==> config.mk <==
export PLATFORM = sky130hd
export DESIGN_NAME = sdpq_cell
export DESIGN_NICKNAME = d
export VERILOG_FILES = /design/src/design/sdpq_pkg.sv /design/src/design/sdpq_cell.sv
export SDC_FILE = /design/constraint.sdc
export NUM_CORES = 1
export LEC_CHECK = 0
export ABC_AREA = 1
export BUFFER_PORTS_ARGS = -buffer_cell sky130_fd_sc_hd__clkbuf_2
export CORE_AREA = 3 3 102 104
export CTS_CLUSTER_SIZE = 25
export DETAILED_ROUTE_END_ITERATION = 6
export DIE_AREA = 0 0 105 107
export PLACE_DENSITY = 0.79
export SYNTH_ARGS = -nofsm -noshare
export SYNTH_HDL_FRONTEND = slang
export SYNTH_SLANG_ARGS = --single-unit
==> constraint.sdc <==
create_clock -name clock -period 7.4 [get_ports clock]
set_input_delay 0 -clock clock [delete_from_list [all_inputs] [get_ports clock]]
set_output_delay 0 -clock clock [all_outputs]
set_load 0.1 [all_outputs]
==> src/design/sdpq_pkg.sv <==
// Shared types, constants and the date key function for the sorted date priority queue.
package sdpq_pkg;

   localparam int QUEUE_DEPTH = 64;
   localparam int IDX_W       = $clog2(QUEUE_DEPTH);
   localparam int CNT_W       = $clog2(QUEUE_DEPTH + 1);

   localparam int DAY_W   = 5;
   localparam int MONTH_W = 4;
   localparam int YEAR_W  = 14;
   localparam int TAG_W   = 16;
   localparam int KEY_W   = 23;
   localparam int ECNT_W  = 7;

   localparam int DAYS_PER_MONTH = 30;
   localparam int DAYS_PER_YEAR  = 300;

   localparam logic KIND_INSERT = 1'b0;
   localparam logic KIND_POP    = 1'b1;

   typedef enum logic [1:0] {
      STATUS_OK    = 2'd0,
      STATUS_FULL  = 2'd1,
      STATUS_EMPTY = 2'd2
   } status_type;

   typedef logic [KEY_W-1:0] key_type;
   typedef logic [CNT_W-1:0] cnt_type;
   typedef logic [IDX_W-1:0] idx_type;

   typedef struct packed {
      logic [TAG_W-1:0]   tag;
      logic [DAY_W-1:0]   day;
      logic [MONTH_W-1:0] month;
      logic [YEAR_W-1:0]  year;
   } rec_type;

   typedef struct packed {
      key_type key;
      rec_type rec;
   } entry_type;

   // Command broadcast to every cell of the row.
   typedef struct packed {
      logic      ins;
      logic      pop;
      cnt_type   count;
      entry_type item;
   } cmd_type;

   function automatic key_type date_key(logic [DAY_W-1:0]   day,
                                        logic [MONTH_W-1:0] month,
                                        logic [YEAR_W-1:0]  year);
      key_type k;
      k = KEY_W'(month) * KEY_W'(DAYS_PER_MONTH)
        + KEY_W'(day)
        + KEY_W'(year) * KEY_W'(DAYS_PER_YEAR);
      return k;
   endfunction

endpackage

==> src/design/sdpq_cell.sv <==
// One slot of the sorted row: holds an entry and shifts with its neighbors.
module sdpq_cell (
   input  logic                clock,
   input  sdpq_pkg::idx_type   index,
   input  sdpq_pkg::cmd_type   cmd,
   input  logic                prev_le,
   input  sdpq_pkg::entry_type left_entry,
   input  sdpq_pkg::entry_type right_entry,
   output logic                le,
   output sdpq_pkg::entry_type entry
);
   import sdpq_pkg::*;

   entry_type entry_ff;
   entry_type entry_in;
   logic      held;

   assign held  = CNT_W'(index) < cmd.count;
   // Held entries at or below the new key stay put; ties keep arrival order.
   assign le    = held && (entry_ff.key <= cmd.item.key);
   assign entry = entry_ff;

   always_comb begin
      entry_in = entry_ff;
      if (cmd.ins) begin
         if (!le) begin
            entry_in = prev_le ? cmd.item : left_entry;
         end
      end else if (cmd.pop) begin
         entry_in = right_entry;
      end
   end

   always_ff @(posedge clock) begin
      entry_ff <= entry_in;
   end

endmodule

==> results.rst, run 1 <==
.. list-table::
   :header-rows: 1

   * - Metric
     - Value
   * - Status
     - finished clean
   * - Ys flop type
     - edfxtp_1
   * - Pin count of the biggest net entering global routing
     - 65
   * - CTS H-Tree Depth
     - 3
   * - Average routed wire per standard cell
     - 15.5 um
   * - Synthesized-area fraction occupied by xor and xnor cells
     - 0%
   * - Netlist area before placement
     - 3910 um^2
   * - Core box area
     - 9640 um^2
   * - WP data arrival
     - 2.92 ns
   * - TritonCTS clock tree
     - done
   * - Origin of the critical flop-to-flop path
     - entry[61]
   * - Final standard cell utilization of the core
     - 64.1%
   * - Post-synth EDFFs
     - 62
   * - Yosys warnings
     - 0
   * - Combinational share of power
     - 41.2%
   * - Leakage power
     - 0.00313 uW
   * - Final RePlAce weighted congestion
     - 0.821
   * - Post-synthesis area per instance
     - 8.16 um^2
   * - VDD IR max
     - 0.111 mV
   * - Delay of the slowest cell on the worst path
     - 0.63 ns
   * - Max cap viols
     - 0
   * - Worst Clk Skew
     - 0.0139 ns
   * - Area added between synthesis and finish
     - 58.1%
   * - List of cells traversed by the critical path
     - ha_1 -> nand2_2 -> nor2_4 -> nand2_2 -> nor2_4 -> nand2_2 -> nand3_2 -> nand2_1 -> nand2_1 -> nand2_1 -> nand2_2 -> buf_4
   * - Type of origin of the critical path
     - register
   * - Worst setup path startpoint
     - entry[61]
   * - HPWL after DPL
     - 9.91 mm
   * - Switching pwr
     - 578 uW
   * - RSZ-0062 raised after global routing
     - false
   * - Power per unit of standard cell area
     - 223 nW/um^2
   * - Start point of the worst min-delay path
     - right_entry[52]
   * - First-pass GRT wire length
     - 21.8 mm
   * - Setup CP Type
     - register to register
   * - Required time worst endpoint
     - 7.38 ns
   * - Fraction of layout cells with a size suffix above 1
     - 36.8%
   * - Met2 layer usage reported by global route
     - 45.6%
   * - Vias per cell
     - 4.95
   * - Synth unique cells
     - 21
   * - End of the worst register-to-register path
     - entry[39]
   * - Async S/R FF share, synth
     - 0%
   * - Via count
     - 4626
   * - Biggest fanout along the worst timing path
     - 32
   * - Fin Setup TNS
     - 0 ns
   * - Time the worst path needs with I/O delays and setup
     - 2.94 ns
   * - Max FFs per register
     - 62
   * - Clock-pin transition on the worst setup and hold timing paths
     - 0.07 ns
   * - Setup bufs post-CTS
     - 0
   * - Number of design rule violations left after detail routing
     - 0
   * - Sequential fraction of design power
     - 33.3%
   * - Antenna violation net count after detailed routing
     - 0
   * - Overall global routing resource usage
     - 24.4%
   * - Clock insertion delay at the later pin of the skew report
     - 0.33 ns
   * - Period utilization
     - 39.8%
   * - Critical Path Slowest Stage Cell
     - nand2_2
   * - Worst setup slack for register-to-register paths
     - 4.46 ns
   * - Largest family of logic cells by synthesized area
     - simple AND/OR/NAND/NOR gates
   * - Top-area cell type share of the netlist area
     - 47.7%
   * - Detailed router's first-iteration violation count
     - 375
   * - Cell repeated most along the worst path
     - nand2_2
   * - Worst relative slew slack
     - 23.9%
   * - Clock share of power
     - 25.5%
   * - Sort of element at the end of the critical path
     - register
   * - Longest Clk Path Bufs
     - 2
   * - Endpoints failing hold
     - 0
   * - Final setup fails
     - 0
   * - Total I/O pin count
     - 266
   * - Number of pins exceeding their max-slew limit in the final report
     - 0
   * - Switching power share of the total
     - 42.0%
   * - Post-synthesis share of cell area spent on full adders, half adders and majority gates
     - 8.97%
   * - Quantity of gates resized following cts
     - 0
   * - Vert. Die Dim
     - 107 um
   * - Antenna violations before repair
     - 0
   * - Gate count after technology mapping
     - 479
   * - Biggest area consumer among synthesized cells
     - edfxtp_1
   * - Fraction of synthesized area in multiplexers
     - 0%
   * - Library cell with the highest instance count after synthesis
     - nand2_1
   * - Synth top cells by count
     - 102 x nand2_1, 66 x nor2_1, 65 x o21ai_0
   * - Leading post-synthesis cells by cell area
     - edfxtp_1 48%, nand2_1 9.8%, ha_1 9.0%
   * - Die area
     - 11200 um^2
   * - Met1 capacity usage during global routing
     - 26.2%
   * - Count of clock tree sinks
     - 62
   * - Cell-internal power
     - 798 uW
   * - Post-layout nets
     - 1026
   * - Hold Path Stages
     - 3
   * - R2R depth
     - 12
   * - Core Rows
     - 36
   * - Root Buffer
     - clkbuf_8
   * - Compound-gate portion of the synthesized area
     - 17.8%
   * - Aggregate global routing overflow
     - 0
   * - Highest-utilization routing layer at the global route stage
     - met2
   * - Simple-gate share of the synthesized area
     - 18.2%
   * - Nets in the synthesized netlist
     - 710
   * - Worst hold endpoint
     - entry[52]
   * - Effective utilization at floorplan
     - 40.5%
   * - Hold Path Class
     - primary input to register
   * - Number of hold buffers added after CTS
     - 64
   * - Die Width
     - 105 um
   * - TritonCTS Buffers
     - 9
   * - Met3 global-route usage
     - 7.04%
   * - FMAX
     - 340 MHz
   * - Share of synthesized area occupied by flip-flops and latches
     - 47.7%
   * - Count of input and output buffers
     - 265
   * - Vias in the first global route
     - 4594
   * - Worst Tran Pin Value
     - 1.14 ns
   * - Register bit count reported by yosys
     - 62
   * - Detailed Route WL
     - 14.4 mm
   * - Number of iterations in the first detailed-routing pass
     - 7
[cells by family after synthesis]
family / count (synthesis)
AOI/OAI and AO/OA: 138
adders and majority gates: 28
buffers and inverters: 72
DFF: 62
and+or+nand+nor: 179
[metrics by stage]
| stage | worst slack [ns] | hold WS [ns] | cell area, um^2 | std cells | power [uW] |
|---|---|---|---|---|---|
| after CTS | 4.41 | 0.00108 | 6170 | 933 | 1380 |
| after detailed placement | 4.39 | 0.289 | 5300 | 853 | 1000 |
| final | 4.46 | 0.0179 | 6180 | 934 | 1380 |
| after global routing | 4.23 | 0.00237 | 6170 | 933 | 1430 |
| after floorplan | 3.78 | 0.191 | 3910 | 479 | 872 |
| after global placement | 4.58 | 0.288 | 5300 | 853 | 987 |
[worst max path at each step]
stage / to / slack [ns]
3_3_place_gp: entry[20] / 4.58
3_5_place_dp: entry[28] / 4.39
2_1_floorplan: entry[0] / 3.78
5_1_grt: entry[51] / 4.23
4_1_cts: entry[51] / 4.41
6_report: entry[39] / 4.46
[cell type report]
class / count / area, um^2
diodes: 1 / 2.50
clock buffers: 12 / 135
clock inverters: 4 / 95.1
fillers: 808 / 3460
inverters: 46 / 173
multi-input cells: 345 / 1760
flip-flops and latches: 62 / 1860
well taps: 133 / 166
repair buffers: 331 / 1980
[power by group through the flow]
| stage | sequential (uW) | combinational, uW | clock, uW |
|---|---|---|---|
| 6_report | 458 | 567 | 351 |
| 5_1_grt | 462 | 598 | 369 |
| 4_1_cts | 458 | 565 | 357 |
| 3_5_place_dp | 465 | 536 | 0 |
| 3_3_place_gp | 462 | 525 | 0 |
| 2_1_floorplan | 752 | 120 | 0 |
[placed cells by master (no fill, tap or decap), types with 2 or more instances in the layout]
| cell type | instances |
|---|---|
| nor2_4 | 2 |
| ha_1 | 28 |
| nand2_2 | 6 |
| o21ai_0 | 65 |
| o21ai_1 | 60 |
| buf_4 | 2 |
| dlygate4sd3_1 | 64 |
| inv_1 | 42 |
| nand2_1 | 101 |
| clkbuf_2 | 265 |
| a21oi_1 | 11 |
| clkbuf_1 | 3 |
| inv_2 | 4 |
| clkbuf_8 | 9 |
| bufinv_16 | 3 |
| nor2_1 | 66 |
| edfxtp_1 | 62 |
[critical path: cells and delay by family (launching register included)]
kind          cells  cell delay [ns]
flops             1             0.41
fa+ha+maj         1             0.33
buf+inv           1             0.50
simple gates     10             1.34
[per-layer routing]
| metal | wire length (um) | up-vias | share of wire [%] |
|---|---|---|---|
| met4 | 280 | 0 | 1.9 |
| met1 | 5260 | 2100 | 36 |
| met3 | 1190 | 29 | 8.2 |
| met5 | 0 | - | 0 |
| met2 | 7710 | 259 | 53 |
| li1 | - | 2238 | - |
Note: power is estimated with default switching activity, not from simulation.
==> run 2, diff against run 1 <==
--- a/config.mk
+++ b/config.mk
@@ -7,11 +7,11 @@
 export LEC_CHECK = 0
 export ABC_AREA = 1
 export BUFFER_PORTS_ARGS = -buffer_cell sky130_fd_sc_hd__clkbuf_2
-export CORE_AREA = 3 3 102 104
+export CORE_MARGIN = 3
+export CORE_UTILIZATION = 38
 export CTS_CLUSTER_SIZE = 25
 export DETAILED_ROUTE_END_ITERATION = 6
-export DIE_AREA = 0 0 105 107
-export PLACE_DENSITY = 0.79
+export PLACE_DENSITY = 0.78
 export SYNTH_ARGS = -nofsm -noshare
 export SYNTH_HDL_FRONTEND = slang
 export SYNTH_SLANG_ARGS = --single-unit
==> constraint.sdc (replaced) <==
create_clock -name clock -period 2.55 [get_ports clock]
set_input_delay 0 -clock clock [delete_from_list [all_inputs] [get_ports clock]]
set_output_delay 0 -clock clock [all_outputs]
set_load 0.1 [all_outputs]
==> run 2 against run 1 <==
Sequential share of layout area grew 0.22 points. Critical path depth shrank 1. Via count grew 0.35%. Critical endpoint is now entry[37]. Largest cell class unchanged.
==> results.rst, run 2 (synthesis results as in run 1) <==
.. list-table::
   :header-rows: 1

   * - Metric
     - Value
   * - VDD IR max
     - 0.369 mV (+230%)
   * - Leakage power
     - 0.00310 uW (-0.97%)
   * - Sort of element at the end of the critical path
     - register
   * - Period utilization
     - 91.2% (+51 points)
   * - Worst Tran Pin Value
     - 1.09 ns (-0.0544 ns)
   * - Multi-input logic area
     - 1790 um^2 (+1.8%)
   * - Aggregate global routing overflow
     - 0 (unchanged)
   * - TritonCTS Buffers
     - 9 (unchanged)
   * - Type of origin of the critical path
     - register
   * - Vert. Die Dim
     - 107 um (+0.36%)
   * - RSZ-0062 raised after global routing
     - false
   * - Total I/O pin count
     - 266 (unchanged)
   * - Die area
     - 11500 um^2 (+2.6%)
   * - Finished Cell Area
     - 6130 um^2 (-0.73%)
   * - Switching pwr
     - 1660 uW (+190%)
   * - Power per unit of standard cell area
     - 614 nW/um^2 (+180%)
   * - Quantity of gates resized following cts
     - 0 (unchanged)
   * - Die Width
     - 107 um (+2.3%)
   * - R2R depth
     - 11 (-1)
   * - Endpoints failing hold
     - 0 (unchanged)
   * - TritonCTS clock tree
     - done
   * - Count of input and output buffers
     - 265 (unchanged)
   * - Buffers plus inverters on the worst setup path
     - 0 (-1)
   * - Worst setup slack for register-to-register paths
     - 0.22 ns (-4.23 ns)
   * - Root Buffer
     - clkbuf_8
   * - CTS H-Tree Depth
     - 3 (unchanged)
   * - Biggest fanout along the worst timing path
     - 62 (+94%)
   * - Number of pins exceeding their max-slew limit in the final report
     - 0 (unchanged)
   * - First-pass GRT wire length
     - 21.4 mm (-1.9%)
   * - Antenna violation net count after detailed routing
     - 0 (unchanged)
   * - Core box area
     - 9860 um^2 (+2.3%)
   * - Count of clock tree sinks
     - 62 (unchanged)
   * - Worst relative slew slack
     - 27.4% (+3.5 points)
   * - Highest-count cells in the layout ignoring fill and taps
     - 265 x clkbuf_2, 100 x nand2_1, 65 x nor2_1, 65 x o21ai_0, 62 x edfxtp_1
   * - Vias per cell
     - 4.99 (+0.67%)
   * - Required time worst endpoint
     - 2.51 ns (-4.87 ns)
   * - CP delay by family, top
     - simple AND/OR/NAND/NOR gates
   * - Sequential cell area
     - 1860 um^2 (unchanged)
   * - Setup CP Type
     - register to register
   * - Worst setup path startpoint
     - entry[49]
   * - Number of filler instances in the final layout
     - 814 (+0.74%)
   * - Detailed router's first-iteration violation count
     - 296 (-21%)
   * - Worst Clk Skew
     - 0.0123 ns (-0.00153 ns)
   * - Status
     - finished clean
   * - Via count
     - 4642 (+0.35%)
   * - Final setup fails
     - 0 (unchanged)
   * - Overall global routing resource usage
     - 23.7% (-0.72 points)
   * - Combinational share of power
     - 43.8% (+2.6 points)
   * - Switching power share of the total
     - 44.1% (+2.1 points)
   * - Pwr Total
     - 3760 uW (+170%)
   * - Worst Setup EP
     - entry[37]
   * - Max FFs per register
     - 62 (unchanged)
   * - FMAX
     - 430 MHz (+27%)
   * - Effective utilization at floorplan
     - 39.6% (-0.93 points)
   * - Clock insertion delay at the later pin of the skew report
     - 0.33 ns (about the same)
   * - Origin of the critical flop-to-flop path
     - entry[49]
   * - Core Rows
     - 36 (unchanged)
   * - End of the worst register-to-register path
     - entry[37]
   * - Post-layout nets
     - 1025 (-0.097%)
   * - Antenna violations before repair
     - 0 (unchanged)
   * - Number of iterations in the first detailed-routing pass
     - 5 (-2)
   * - Hold Path Class
     - primary input to register
   * - Clock-pin transition on the worst setup and hold timing paths
     - 0.07 ns (about the same)
   * - Vias in the first global route
     - 4734 (+3.0%)
   * - Critical Path Slowest Stage Cell
     - edfxtp_1
   * - Clock share of power
     - 20.9% (-4.6 points)
   * - Final RePlAce weighted congestion
     - 0.806 (-1.9%)
   * - Cell-internal power
     - 2100 uW (+160%)
   * - Pin count of the biggest net entering global routing
     - 63 (-3.1%)
   * - HPWL after DPL
     - 10.0 mm (+0.92%)
   * - Longest Clk Path Bufs
     - 2 (unchanged)
   * - Fin Setup TNS
     - 0 ns (unchanged)
   * - Most common cell after layout, fill and taps aside
     - clkbuf_2
   * - Area added between synthesis and finish
     - 57.0%
   * - Time the worst path needs with I/O delays and setup
     - 2.33 ns (-0.617 ns)
   * - Number of design rule violations left after detail routing
     - 0 (unchanged)
   * - Max cap viols
     - 0 (unchanged)
   * - Detailed Route WL
     - 14.0 mm (-3.1%)
   * - Average routed wire per standard cell
     - 15.0 um (-2.8%)
   * - Delay of the slowest cell on the worst path
     - 0.43 ns (-0.20 ns)
   * - Sequential fraction of design power
     - 35.3% (+2.0 points)
   * - Final worst hold slack
     - 0.00855 ns (-0.00933 ns)
   * - Cell area after placement
     - 5350 um^2 (+0.87%)
   * - Fraction of layout cells with a size suffix above 1
     - 37.1% (+0.39 points)
   * - WP data arrival
     - 2.28 ns (-0.64 ns)
   * - Number of gates on the worst path with buffers counted
     - 11 (-1)
   * - Hold Path Stages
     - 3 (unchanged)
   * - List of cells traversed by the critical path
     - ha_1 -> nand2_1 -> nor2_1 -> nand2_2 -> nor2_4 -> nand2_2 -> nand3_2 -> nand2_1 -> nand2_1 -> nand2_2 -> nand2_8
-- run 2: changes by cell type in the layout (fill, tap and decap cells not counted), sizes merged --
cell,delta
dlygate4sd3,-3
clkinv,+1
bufinv,-2
buf,+2
clkbuf,-1
-- run 2: timing repair --
item                      CTS  global route
buffers inserted            0             0
hold endpoints to repair   51             1
hold buffers               60             1
-- run 2: area by class of cell --
type	instances	area share [%]
diodes	1	0.0408
clock buffers	11	2.14
flip-flops and latches	62	30.4
clock inverters	3	0.612
well taps	133	2.71
multi-input cells	345	29.2
repair buffers	330	32.1
inverters	46	2.82
-- run 2: power groups by stage --
stage | Sequential (uW) | Clock [uW] | Combinational [uW]
2_1_floorplan | 2170 | 0 | 360
3_3_place_gp | 1340 | 0 | 1540
3_5_place_dp | 1350 | 0 | 1560
4_1_cts | 1330 | 809 | 1640
5_1_grt | 1340 | 859 | 1740
6_report | 1330 | 788 | 1650
-- run 2: worst min-delay path by stage --
stage               startpoint        end  slack (ns)
2_1_floorplan  right_entry[60]  entry[60]        0.19
3_3_place_gp   right_entry[20]  entry[20]        0.29
3_5_place_dp   right_entry[17]  entry[17]        0.29
4_1_cts                 cmd[7]   entry[7]       0.001
5_1_grt                 cmd[7]   entry[7]      0.0006
6_report       right_entry[41]  entry[41]       0.009
-- run 2: layer usage --
layer  wire, um  global-route usage (%)  vias to the layer above
li1           -                       -                     2236
met1       4880                    24.6                     2103
met2       7380                    44.9                      266
met3       1340                    6.66                       37
met4        399                    8.66                        0
met5          0                       0                        -
-- run 2: per-stage QoR --
stage               util (%)  setup WS (ns)  std cells
floorplan                  -        0.00243        479
global placement        54.2          0.347        855
finish                  62.2          0.224        931
global route            62.1         0.0776        930
CTS                     62.0          0.227        929
detailed placement      54.2          0.252        855
-- run 2: tightest hold or removal path: cells and delay by family --
kind	cells	cell delay [ns]
buffers and inverters	1	0.07
and+or+nand+nor	1	0.04
AOI/OAI and AO/OA	1	0.09
==> run 3, diff against run 2 <==
--- a/config.mk
+++ b/config.mk
@@ -5,13 +5,12 @@
 export SDC_FILE = /design/constraint.sdc
 export NUM_CORES = 1
 export LEC_CHECK = 0
-export ABC_AREA = 1
 export BUFFER_PORTS_ARGS = -buffer_cell sky130_fd_sc_hd__clkbuf_2
 export CORE_MARGIN = 3
 export CORE_UTILIZATION = 38
 export CTS_CLUSTER_SIZE = 25
 export DETAILED_ROUTE_END_ITERATION = 6
-export PLACE_DENSITY = 0.78
+export PLACE_DENSITY = 0.79
 export SYNTH_ARGS = -nofsm -noshare
 export SYNTH_HDL_FRONTEND = slang
 export SYNTH_SLANG_ARGS = --single-unit
==> run 3 against run 2 <==
Sequential share of layout area up 1.3 points. Wire length is 12% lower. Largest power group unchanged. Clock skew decreased by 0.0044 ns. Fmax fell by 5.7%. Via count shrank 15%. Die area decreased by 1.1%. Clock power rose by 2.9%. Worst hold slack better by 0.016 ns. Highest routed layer unchanged.
==> results.rst, run 3 <==
.. list-table::
   :header-rows: 1

   * - Metric
     - Value
   * - Status
     - finished clean
   * - Sequential fraction of design power
     - 35.2% (about the same)
   * - Count of input and output buffers
     - 265 (unchanged)
   * - Final RePlAce weighted congestion
     - 0.833 (+3.3%)
   * - Setup bufs post-CTS
     - 0 (unchanged)
   * - Average routed wire per standard cell
     - 15.4 um (+2.4%)
   * - Combinational share of power
     - 43.2% (-0.6 points)
   * - Max cap viols
     - 0 (unchanged)
   * - Hold Path Class
     - primary input to register
   * - Final setup fails
     - 0 (unchanged)
   * - Vias per cell
     - 4.92 (-1.4%)
   * - Post-layout nets
     - 896 (-13%)
   * - Fraction of layout cells with a size suffix above 1
     - 43.6% (+6.4 points)
   * - Via count
     - 3949 (-15%)
   * - Worst relative slew slack
     - 62.0% (+35 points)
   * - Critical Path Slowest Stage Cell
     - edfxtp_1
   * - Period utilization
     - 96.7% (+5.5 points)
   * - FMAX
     - 405 MHz (-5.7%)
   * - Leakage power
     - 0.00303 uW (-2.4%)
   * - Power per unit of standard cell area
     - 641 nW/um^2 (+4.5%)
   * - Vias in the first global route
     - 3953 (-16%)
   * - Most common cell after layout, fill and taps aside
     - clkbuf_2
   * - Synth top cells by count
     - 74 x a21oi_1, 65 x nor2_1, 62 x edfxtp_1, 62 x mux2i_1, 29 x inv_1
   * - Effective utilization at floorplan
     - 39.3% (-0.29 points)
   * - Root Buffer
     - clkbuf_8
   * - Worst Clk Skew
     - 0.00790 ns (-0.00444 ns)
   * - Die Width
     - 107 um (-0.56%)
   * - Register bit count reported by yosys
     - 62 (unchanged)
   * - Post-synthesis area per instance
     - 10.3 um^2 (+27%)
   * - TritonCTS clock tree
     - done
   * - Vert. Die Dim
     - 107 um (-0.56%)
   * - Die area
     - 11400 um^2 (-1.1%)
   * - Leading post-synthesis cells by cell area
     - edfxtp_1 48%, mux2i_1 16%, a21oi_1 9.6%
   * - Delay of the slowest cell on the worst path
     - 0.41 ns (-0.02 ns)
   * - Synth unique cells
     - 25 (+19%)
   * - List of cells traversed by the critical path
     - ha_1 -> nand4_1 -> nor4_4 -> o21ai_1 -> nand4_1 -> a22oi_2 -> a21oi_4 -> buf_12
   * - HPWL after DPL
     - 9.69 mm (-3.1%)
   * - Core Rows
     - 36 (unchanged)
   * - Top-area cell type share of the netlist area
     - 48.2% (+0.57 points)
   * - Antenna violation net count after detailed routing
     - 0 (unchanged)
   * - Cell area after placement
     - 5370 um^2 (+0.30%)
   * - CTS H-Tree Depth
     - 3 (unchanged)
   * - Type of origin of the critical path
     - register
   * - Gate count after technology mapping
     - 373 (-22%)
   * - Worst Tran Pin Value
     - 0.573 ns (-0.514 ns)
   * - Yosys warnings
     - 0 (unchanged)
   * - Number of filler instances in the final layout
     - 865 (+6.3%)
   * - RSZ-0062 raised after global routing
     - false
   * - Pin count of the biggest net entering global routing
     - 51 (-19%)
   * - Nets in the synthesized netlist
     - 604 (-15%)
   * - Biggest fanout along the worst timing path
     - 32 (-48%)
   * - WP data arrival
     - 2.49 ns (+0.21 ns)
   * - Setup CP Type
     - register to register
   * - Cell repeated most along the worst path
     - nand4_1
   * - Max FFs per register
     - 62 (unchanged)
   * - Share of synthesized area occupied by flip-flops and latches
     - 48.2% (+0.57 points)
   * - Netlist area before placement
     - 3860 um^2 (-1.2%)
   * - Switching pwr
     - 1650 uW (-0.69%)
   * - Sort of element at the end of the critical path
     - register
   * - Clock-pin transition on the worst setup and hold timing paths
     - 0.07 ns (about the same)
   * - Count of inserted antenna diode cells
     - 0 (-1)
   * - Area added between synthesis and finish
     - 52.2%
   * - Biggest area consumer among synthesized cells
     - edfxtp_1
   * - TritonCTS Buffers
     - 9 (unchanged)
   * - Aggregate global routing overflow
     - 0 (unchanged)
   * - Longest Clk Path Bufs
     - 2 (unchanged)
   * - Finished Cell Area
     - 5880 um^2 (-4.2%)
   * - Antenna violations before repair
     - 0 (unchanged)
   * - Switching power share of the total
     - 43.8% (-0.36 points)
   * - Time the worst path needs with I/O delays and setup
     - 2.47 ns (+0.140 ns)
   * - First-pass GRT wire length
     - 18.4 mm (-14%)
   * - Number of design rule violations left after detail routing
     - 0 (unchanged)
   * - Overall global routing resource usage
     - 20.6% (-3.1 points)
   * - Required time worst endpoint
     - 2.57 ns (+0.06 ns)
   * - Number of iterations in the first detailed-routing pass
     - 4 (-1)
   * - Total I/O pin count
     - 266 (unchanged)
   * - Fin Setup TNS
     - 0 ns (unchanged)
   * - Core box area
     - 9820 um^2 (-0.46%)
   * - VDD IR max
     - 0.383 mV (+3.7%)
   * - Library cell with the highest instance count after synthesis
     - a21oi_1
   * - Clock insertion delay at the later pin of the skew report
     - 0.33 ns (about the same)
   * - Clock share of power
     - 21.5% (+0.6 points)
   * - Cell-internal power
     - 2120 uW (+0.75%)
   * - Detailed router's first-iteration violation count
     - 187 (-37%)
   * - Endpoints failing hold
     - 0 (unchanged)
   * - Ys flop type
     - edfxtp_1
   * - Count of clock tree sinks
     - 62 (unchanged)
   * - Highest-count cells in the layout ignoring fill and taps
     - 262 x clkbuf_2, 74 x a21oi_1, 65 x nor2_1, 62 x mux2i_1, 62 x edfxtp_1
   * - Post-synth EDFFs
     - 62 (unchanged)
   * - Number of pins exceeding their max-slew limit in the final report
     - 0 (unchanged)
   * - Async S/R FF share, synth
     - 0% (unchanged)
   * - Detailed Route WL
     - 12.4 mm (-12%)
==> run 3: cell types whose count changed after synthesis, sizes merged, moves of 2 or more <==
cell	before	now
nand4	1	6
nand2b	0	2
a21oi	11	76
mux2i	0	62
o21ai	125	6
nor2	69	65
a22oi	0	2
inv	46	29
a21o	1	4
buf	9	12
nand2	107	5
clkbuf	17	9
==> run 3: power groups by stage <==
stage	sequential (uW)	clock [uW]	combinational, uW
floorplan	2190	0	357
global placement	1340	0	1560
detailed placement	1350	0	1590
CTS	1330	849	1630
global route	1340	889	1710
finish	1330	811	1630
==> run 3: final timing paths <==
path / start / endpoint / slack (ns) / cells past startpoint
setup / recovery: entry[57] / entry[17] / 0.08 / 8
hold / removal: right_entry[6] / entry[6] / 0.02 / 3
setup reg to reg: entry[57] / entry[17] / 0.08 / 8
hold reg to reg: entry[61] / entry[46] / 1.37 / 6
==> run 3: cells by family after synthesis <==
kind of cell / synth area share (%)
AOI/OAI and AO/OA: 12.2
adders and majority gates: 9.08
buffers and inverters: 5.15
DFF: 48.2
muxes: 16.1
and+or+nand+nor: 9.24
==> run 3: layout make-up <==
cell class,count,area [um^2],area share (%)
inverter,29,109,1.85
sequential,62,1860,31.7
multi-input combinational,261,1830,31.1
clock inverter,5,50.0,0.852
clock buffer,11,131,2.24
tap,133,166,2.83
timing repair buffer,302,1730,29.4
==> run 3: metal layers <==
metal  part of all wire [%]  vias up  global-route usage [%]  routed length [um]
met3                    8.2       23                    6.02                1020
met1                     36     1810                    21.2                4480
met2                     53      187                    38.8                6580
li1                       -     1929                       -                   -
met4                    2.3        0                    8.40                 286
met5                      0        -                       0                   0
==> run 3: critical path, delay by kind of cell, from the launching register on <==
family,cells,cell delay (ns)
flip-flops,1,0.41
AO/OA/AOI/OAI,3,0.43
adder cells (fa/ha/maj),1,0.34
buffers and inverters,1,0.23
AND/OR/NAND/NOR,3,0.75
==> run 3: metrics by stage <==
step / instances / power, uW / util [%] / worst slack [ns] / hold WS (ns)
2_1_floorplan: 373 / 2550 / - / -1.33 / 0.226
3_3_place_gp: 755 / 2900 / 54.6 / 0.328 / 0.322
3_5_place_dp: 755 / 2940 / 54.6 / 0.125 / 0.321
4_1_cts: 803 / 3810 / 59.7 / 0.111 / 0.000261
5_1_grt: 803 / 3940 / 59.8 / 0.00666 / 0.0159
6_report: 803 / 3770 / 59.8 / 0.0832 / 0.0246
==> run 3: timing repair <==
| action | CTS | global route |
|---|---|---|
| endpoints found under the setup margin | 0 | 62 |
| hold endpoints to repair | 32 | 0 |
| hold buffers | 32 | 0 |
| gates resized for setup | 0 | 1 |
